## config.mk

```make
export PLATFORM = sky130hd
export DESIGN_NAME = front_middle_back_queue
export DESIGN_NICKNAME = d
export VERILOG_FILES = /design/src/design/fmbq_pkg.sv /design/src/design/front_middle_back_queue.sv /design/src/design/fmbq_store.sv
export SDC_FILE = /design/constraint.sdc
export NUM_CORES = 2
export LEC_CHECK = 0
export BUFFER_PORTS_ARGS = -buffer_cell sky130_fd_sc_hd__buf_2
export CORE_MARGIN = 2
export CORE_UTILIZATION = 30
export DETAILED_ROUTE_END_ITERATION = 8
export PLACE_DENSITY = 0.48
export SLEW_MARGIN = 20
export SYNTH_ARGS = -nofsm -noshare
export SYNTH_HDL_FRONTEND = slang
export SYNTH_HIERARCHICAL = 1
export SYNTH_SLANG_ARGS = --single-unit
```

## constraint.sdc

```tcl
create_clock -name i_clk -period 8.3 [get_ports i_clk]
set_input_delay 0.83 -clock i_clk [delete_from_list [all_inputs] [get_ports i_clk]]
set_output_delay 0.83 -clock i_clk [all_outputs]
set_load 0.01 [all_outputs]
```

## src/design/fmbq_pkg.sv

```systemverilog
// ---------------------------------------------------------------------------
// fmbq_pkg: shared types and constants for the front/middle/back queue
// Operation codes, status codes, widths and the store command structure.
// ---------------------------------------------------------------------------
package fmbq_pkg;

    // Number of entries the queue holds
    localparam int CAPACITY = 32;

    // Field widths
    localparam int FUNC_W = 3;
    localparam int DATA_W = 32;
    localparam int STAT_W = 2;
    localparam int OCC_W  = 6;

    // Store position and fill count widths
    localparam int POS_W = (CAPACITY > 1) ? $clog2(CAPACITY) : 1;
    localparam int CNT_W = $clog2(CAPACITY + 1);

    // Value returned by a pop on an empty queue
    localparam logic [DATA_W-1:0] EMPTY_VALUE = '1;

    // Operation codes
    typedef enum logic [FUNC_W-1:0] {
        FN_PUSH_FRONT  = 3'd0,
        FN_PUSH_MIDDLE = 3'd1,
        FN_PUSH_BACK   = 3'd2,
        FN_POP_FRONT   = 3'd3,
        FN_POP_MIDDLE  = 3'd4,
        FN_POP_BACK    = 3'd5
    } t_func;

    // Result status codes
    typedef enum logic [STAT_W-1:0] {
        ST_DONE  = 2'd0,
        ST_EMPTY = 2'd1,
        ST_FULL  = 2'd2
    } t_status;

    // Command to the ordered store: insert or remove at one position
    typedef struct packed {
        logic              ins;
        logic              rem;
        logic [POS_W-1:0]  pos;
        logic [DATA_W-1:0] value;
    } t_store_cmd;

endpackage

```

## src/design/front_middle_back_queue.sv

```systemverilog
// ---------------------------------------------------------------------------
// front_middle_back_queue: bounded queue with front, middle and back access
// Push or pop at the front, middle or back of an ordered store of
// fmbq_pkg::CAPACITY entries; each operation returns one result.
// ---------------------------------------------------------------------------
//
//  Channel  | Handshake                  | Payload
//  ---------+----------------------------+-----------------------------------
//  input    | i_in_valid / o_in_ready    | i_func, i_push_value
//  output   | o_out_valid / i_out_ready  | o_pop_value, o_status, o_occupancy
//
//  One operation per cycle unless a held result stalls the input: the store
//  update and the result are formed in the cycle the transaction is accepted
//  and the result is registered, valid in the cycle after input acceptance.
//  A stalled result holds the output register; input is taken again in the
//  same cycle the held result is taken.
//  Reset clears the fill count and the output valid; the store needs no
//  clearing since only entries below the fill count are read.
// ---------------------------------------------------------------------------
module front_middle_back_queue (
    input  logic                          i_clk,
    input  logic                          i_rst_n,
    input  logic                          i_in_valid,
    output logic                          o_in_ready,
    input  logic [fmbq_pkg::FUNC_W-1:0]   i_func,
    input  logic signed [fmbq_pkg::DATA_W-1:0] i_push_value,
    output logic                          o_out_valid,
    input  logic                          i_out_ready,
    output logic signed [fmbq_pkg::DATA_W-1:0] o_pop_value,
    output logic [fmbq_pkg::STAT_W-1:0]   o_status,
    output logic [fmbq_pkg::OCC_W-1:0]    o_occupancy
);

    localparam logic [fmbq_pkg::CNT_W-1:0] CNT_FULL = fmbq_pkg::CNT_W'(fmbq_pkg::CAPACITY);

    logic [fmbq_pkg::CNT_W-1:0]  r_count, n_count;
    logic                        r_out_valid;
    logic [fmbq_pkg::DATA_W-1:0] r_pop_value, n_pop_value;
    fmbq_pkg::t_status           r_status, n_status;
    logic [fmbq_pkg::OCC_W-1:0]  r_occ;
    fmbq_pkg::t_store_cmd        w_cmd;
    logic [fmbq_pkg::DATA_W-1:0] w_rd_data;
    logic [fmbq_pkg::CNT_W-1:0]  w_last;
    logic                        w_accept;
    logic                        w_pop_ok;

    assign o_in_ready = !r_out_valid || i_out_ready;
    assign w_accept   = i_in_valid && o_in_ready;
    assign w_last     = r_count - fmbq_pkg::CNT_W'(1);

    // Decode the operation against the current fill count
    always_comb begin
        w_cmd       = '0;
        w_cmd.value = i_push_value;
        n_count     = r_count;
        n_pop_value = '0;
        n_status    = fmbq_pkg::ST_DONE;
        w_pop_ok    = 1'b0;
        unique case (fmbq_pkg::t_func'(i_func))
            fmbq_pkg::FN_PUSH_FRONT,
            fmbq_pkg::FN_PUSH_MIDDLE,
            fmbq_pkg::FN_PUSH_BACK: begin
                if (r_count >= CNT_FULL) begin
                    n_status = fmbq_pkg::ST_FULL;
                end else begin
                    w_cmd.ins = w_accept;
                    n_count   = r_count + fmbq_pkg::CNT_W'(1);
                    if (fmbq_pkg::t_func'(i_func) == fmbq_pkg::FN_PUSH_MIDDLE) begin
                        w_cmd.pos = fmbq_pkg::POS_W'(r_count >> 1);
                    end else if (fmbq_pkg::t_func'(i_func) == fmbq_pkg::FN_PUSH_BACK) begin
                        w_cmd.pos = fmbq_pkg::POS_W'(r_count);
                    end
                end
            end
            fmbq_pkg::FN_POP_FRONT,
            fmbq_pkg::FN_POP_MIDDLE,
            fmbq_pkg::FN_POP_BACK: begin
                if (r_count == '0) begin
                    n_pop_value = fmbq_pkg::EMPTY_VALUE;
                    n_status    = fmbq_pkg::ST_EMPTY;
                end else begin
                    w_cmd.rem = w_accept;
                    n_count   = w_last;
                    if (fmbq_pkg::t_func'(i_func) == fmbq_pkg::FN_POP_MIDDLE) begin
                        w_cmd.pos = fmbq_pkg::POS_W'(w_last >> 1);
                    end else if (fmbq_pkg::t_func'(i_func) == fmbq_pkg::FN_POP_BACK) begin
                        w_cmd.pos = fmbq_pkg::POS_W'(w_last);
                    end
                    w_pop_ok = 1'b1;
                end
            end
            default: begin
                n_count = r_count;
            end
        endcase
    end

    fmbq_store u_store (
        .i_clk     (i_clk),
        .i_cmd     (w_cmd),
        .o_rd_data (w_rd_data)
    );

    // Advance the fill count and the output valid
    always_ff @(posedge i_clk) begin
        if (!i_rst_n) begin
            r_count     <= '0;
            r_out_valid <= 1'b0;
        end else begin
            if (w_accept) begin
                r_count     <= n_count;
                r_out_valid <= 1'b1;
            end else if (i_out_ready) begin
                r_out_valid <= 1'b0;
            end
        end
    end

    // Capture the result payload; a successful pop takes the addressed entry
    always_ff @(posedge i_clk) begin
        if (w_accept) begin
            r_pop_value <= w_pop_ok ? w_rd_data : n_pop_value;
            r_status    <= n_status;
            r_occ       <= fmbq_pkg::OCC_W'(n_count);
        end
    end

    assign o_out_valid = r_out_valid;
    assign o_pop_value = r_pop_value;
    assign o_status    = r_status;
    assign o_occupancy = r_occ;

`ifndef SYNTH
    // Fill count never passes the capacity
    a_count_bound: assert property (@(posedge i_clk) disable iff (!i_rst_n)
        r_count <= CNT_FULL)
        else $error("fill count beyond capacity");

    // An accepted transaction always yields a result next cycle
    a_result_follows: assert property (@(posedge i_clk) disable iff (!i_rst_n)
        w_accept |=> o_out_valid)
        else $error("accepted transaction without result");

    // Fill count moves only on an accepted transaction
    a_count_stable: assert property (@(posedge i_clk) disable iff (!i_rst_n)
        !w_accept |=> $stable(r_count))
        else $error("fill count changed without a transaction");

    // A refused push reports a full queue
    a_full_status: assert property (@(posedge i_clk) disable iff (!i_rst_n)
        (o_out_valid && r_status == fmbq_pkg::ST_FULL) |->
            (r_count == CNT_FULL))
        else $error("full status with room left");

    // An empty pop reports all ones and nothing held
    a_empty_status: assert property (@(posedge i_clk) disable iff (!i_rst_n)
        (o_out_valid && r_status == fmbq_pkg::ST_EMPTY) |->
            (r_pop_value == fmbq_pkg::EMPTY_VALUE && r_occ == '0))
        else $error("empty status with bad payload");
`endif

endmodule

```

## src/design/fmbq_store.sv

```systemverilog
// ---------------------------------------------------------------------------
// fmbq_store: ordered entry store
// A row of entry registers kept in order from the front. An insert opens a
// gap at the given position by shifting later entries back by one; a remove
// closes the gap by shifting later entries forward. The entry at the given
// position is read out before the update.
// ---------------------------------------------------------------------------
module fmbq_store (
    input  logic                         i_clk,
    input  fmbq_pkg::t_store_cmd         i_cmd,
    output logic [fmbq_pkg::DATA_W-1:0]  o_rd_data
);

    logic [fmbq_pkg::DATA_W-1:0] r_slot [fmbq_pkg::CAPACITY];
    logic [fmbq_pkg::DATA_W-1:0] n_slot [fmbq_pkg::CAPACITY];

    // Read the addressed entry
    assign o_rd_data = r_slot[i_cmd.pos];

    // Each cell picks hold, write, or a neighbor
    for (genvar g = 0; g < fmbq_pkg::CAPACITY; g++) begin : g_cell
        localparam logic [fmbq_pkg::POS_W-1:0] IDX = fmbq_pkg::POS_W'(g);

        always_comb begin
            n_slot[g] = r_slot[g];
            if (i_cmd.ins) begin
                if (IDX == i_cmd.pos) begin
                    n_slot[g] = i_cmd.value;
                end else if (IDX > i_cmd.pos) begin
                    if (g > 0) begin
                        n_slot[g] = r_slot[(g > 0) ? g - 1 : 0];
                    end
                end
            end else if (i_cmd.rem) begin
                if (IDX >= i_cmd.pos) begin
                    if (g < fmbq_pkg::CAPACITY - 1) begin
                        n_slot[g] = r_slot[(g < fmbq_pkg::CAPACITY - 1) ? g + 1 : g];
                    end
                end
            end
        end

        always_ff @(posedge i_clk) begin
            r_slot[g] <= n_slot[g];
        end
    end

endmodule

```

==> run summary <==
Status: finished clean
Starting Density: 30.23%
Initial antenna violation count: 1
Setup TNS Final: 0 ps
Cell row count: 167
Most used DFF post-synth: edfxtp_1
FMAX: 0.2014 GHz
DRC errors left: 0
Area growth syn-to-layout: 10.45%
Global-route wire length before repair: 295000 um
Clk root buf: clkbuf_16
Routability Congestion: 0.8115
CP max stage delay: 950 ps
Arrival @ worst endpoint: 5450 ps
Max Cap Viol: 0
Mapped cell area: 62670 um^2
Leak: 25.19 nW
Family with the most delay on the worst path: buffers and inverters
Buffer and inverter count on the worst path: 5
Fin. max-slew vios: 0
Share of layout cells above drive strength 1: 14.92%
Worst-Margin Slew: 1106 ps
Vias per inst: 5.306
Synth Warn #: 6
Core ar.: 207300 um^2
Pwr Total: 15.54 mW
# hold bufs at CTS: 0
Pwr/cell area: 224.5 nW/um^2
Final min period: 4965 ps
Register area share after synthesis: 51.21%
Drt wl/cell: 24.94 um
RSZ-0062 raised after global routing: false
WHS Endpoint: o_out_valid
Nets@finish: 5191
Final-report hold violation count: 0
CP max-delay cell: buf_4
Cells after synthesis: 5364
Inserted Clock Buffers: 120
Die height: 461.0 um
Largest net degree at the start of global routing: 252
Setup Fix Bufs, Post-CTS: 0
Fin area: 69210 um^2
GRT Util Overall: 18.52%
Crit-path max FO: 60
Final setup viols: 0
Async set-or-reset flop fraction in the synthesized netlist: 0%
Slew Limit Headroom: 26.25%
Crit Path Class: reg2reg
Crit path launch type: flip-flop
Total congestion overflow: 0
Min-delay src: i_in_valid
Worst Hold Path Cells: 3
Hold crit path type: in2reg
Layout Skew: 30.71 ps
H-Tree Level Count: 3
Routed Antenna Nets: 0
DRT Pass-1 Iters: 5
Clock-pin slew on the worst setup and hold paths: 60 ps
Initial detailed-routing violation count: 4015
Placed Area: 65340 um^2
R2R Setup Slk: 3340 ps
Port-buffer cells: 80
Top Ports: 81
Max VDD drop: 0.1196 mV
Worst Setup End Kind: flip-flop
Critical Path RT: 8780 ps
Mapped Avg Cell Area: 11.68 um^2
Worst-path cell chain: inv_1, ha_1, nor2b_1, nand2_1, nand2_1, o22ai_4, buf_4, buf_4, inv_6, buf_4, mux2i_1, a32o_1, nor2_1, nor2_1, nor2_1
Reg2Reg Depth: 15
Post-Route WL: 200600 um
Clk_lat worst skew: 760 ps
Detail Placement HPWL: 123000 um
Synthesized Nets: 5406
Via Count: 42.67k
Post-layout util: 33.39%
Post_cts resized: 0
Post-synth EDFFs: 1064
Deepest clock path buffer count: 3
Synth Register Bits: 1071
Chip Width: 461.0 um
RR Startpoint: r_count[0]
CTS tree: built
Vias in the first global route: 41.00k
Reg2reg end: o_pop_value[25]
Synth cell types: 63
Die area: 212600 um^2
CTS Sinks: 1071
Share of the clock period used by the worst path: 59.82%
==> area by class of cell <==
cell class / count / area [um^2]
clock inverter: 77 / 628.1
inverter: 11 / 46.29
timing repair buffer: 193 / 1336
multi-input combinational: 3752 / 28380
fill: 20940 / 138100
antenna: 1 / 2.502
sequential: 1071 / 32090
tap: 2788 / 3488
clock buffer: 150 / 3242
==> kinds of logic (layout without fill, tap and decap cells) <==
kind of cell	Yosys count	in the layout	synth area share, %
AO/OA/AOI/OAI	1089	1089	9.352
adder cells (fa/ha/maj)	3	3	0.05991
AND/OR/NAND/NOR	1310	1310	8.434
XOR/XNOR	5	5	0.06990
buffers and inverters	541	431	4.151
other	0	1	0
flip-flops	1071	1071	51.21
multiplexers	1345	1345	26.72
==> placed cells by master (no fill, tap or decap), drive strengths merged, types with 2 or more instances in the layout <==
cell / Yosys / final
a211oi: 3 / 3
a21oi: 984 / 984
a22oi: 4 / 4
a31o: 2 / 2
a31oi: 2 / 2
a32o: 64 / 64
and2: 5 / 5
and3: 2 / 2
buf: 179 / 193
bufinv: 0 / 10
clkbuf: 351 / 150
clkinv: 1 / 63
clkinvlp: 0 / 4
dfxtp: 7 / 7
edfxtp: 1064 / 1064
ha: 3 / 3
inv: 10 / 11
mux2: 64 / 64
mux2i: 1025 / 1025
mux4: 256 / 256
nand2: 158 / 158
nand2b: 7 / 7
nand3: 9 / 9
nand3b: 2 / 2
nor2: 1094 / 1094
nor2b: 7 / 7
nor3: 10 / 10
nor3b: 5 / 5
nor4: 3 / 3
o21a: 3 / 3
o21ai: 13 / 13
o22ai: 4 / 4
or2: 5 / 5
xnor2: 3 / 3
xor2: 2 / 2
==> per-layer routing <==
metal	routed length, um	up-vias	track usage [%]
li1	-	19780	-
met1	93040	21420	26.44
met2	93300	1266	29.84
met3	10270	214	2.126
met4	3968	0	4.636
met5	0	-	0
==> synth_stat cells (27+ instances only) <==
library cell  count  area (um^2)
buf_2            80        400.4
mux4_2          256         5766
buf_4            67        503.0
clkbuf_1        351         1318
buf_6            27        304.0
a32o_1           64        640.6
mux2i_1        1025        10260
edfxtp_1       1064        31950
mux2_2           64        720.7
nand2_1         155        581.8
nor2_1         1083         4065
a21oi_1         984         4925
==> how the worst max path moves through the flow <==
stage | start | endpoint | slack (ps) | cells past startpoint
2_1_floorplan | i_out_ready | u_store/r_slot[20][0] | 870 | 6
3_3_place_gp | i_func[0] | o_pop_value[25] | 3170 | 14
3_5_place_dp | i_func[0] | o_pop_value[27] | 3210 | 14
4_1_cts | r_count[0] | o_pop_value[25] | 3300 | 15
5_1_grt | r_count[0] | o_pop_value[25] | 3030 | 15
6_report | r_count[0] | o_pop_value[25] | 3340 | 15
==> power by group <==
part | leakage (nW) | internal (mW) | switching [mW]
clock network | 1.91 | 3.06 | 2.35
registers | 9.91 | 6.70 | 0.431
logic | 13.4 | 1.11 | 1.90
total | 25.2 | 10.9 | 4.67
==> metrics by stage <==
step	instances	hold WS, ps	setup WS [ps]
2_1_floorplan	5364	544.2	870.3
3_3_place_gp	7814	508.4	3166
3_5_place_dp	7815	525.1	3210
4_1_cts	8042	278.3	3302
5_1_grt	8043	332.4	3025
6_report	8043	345.2	3335
==> worst register-to-register path: stages (launching register included) <==
cell,delay [ps]
dfxtp_1,380
inv_1,200
ha_1,170
nor2b_1,230
nand2_1,160
nand2_1,320
o22ai_4,130
buf_4,350
buf_4,330
inv_6,550
buf_4,960
mux2i_1,360
a32o_1,340
nor2_1,70
nor2_1,100
nor2_1,60
==> registers in the layout (all words and copies together) (netlist names) <==
| name | cells |
|---|---|
| r_count | 6 |
| o_occupancy | 6 |
| o_pop_value | 32 |
| u_store/r_slot | 1024 |
| o_status | 2 |
| o_out_valid | 1 |
Power figures use the tool's default switching activity.
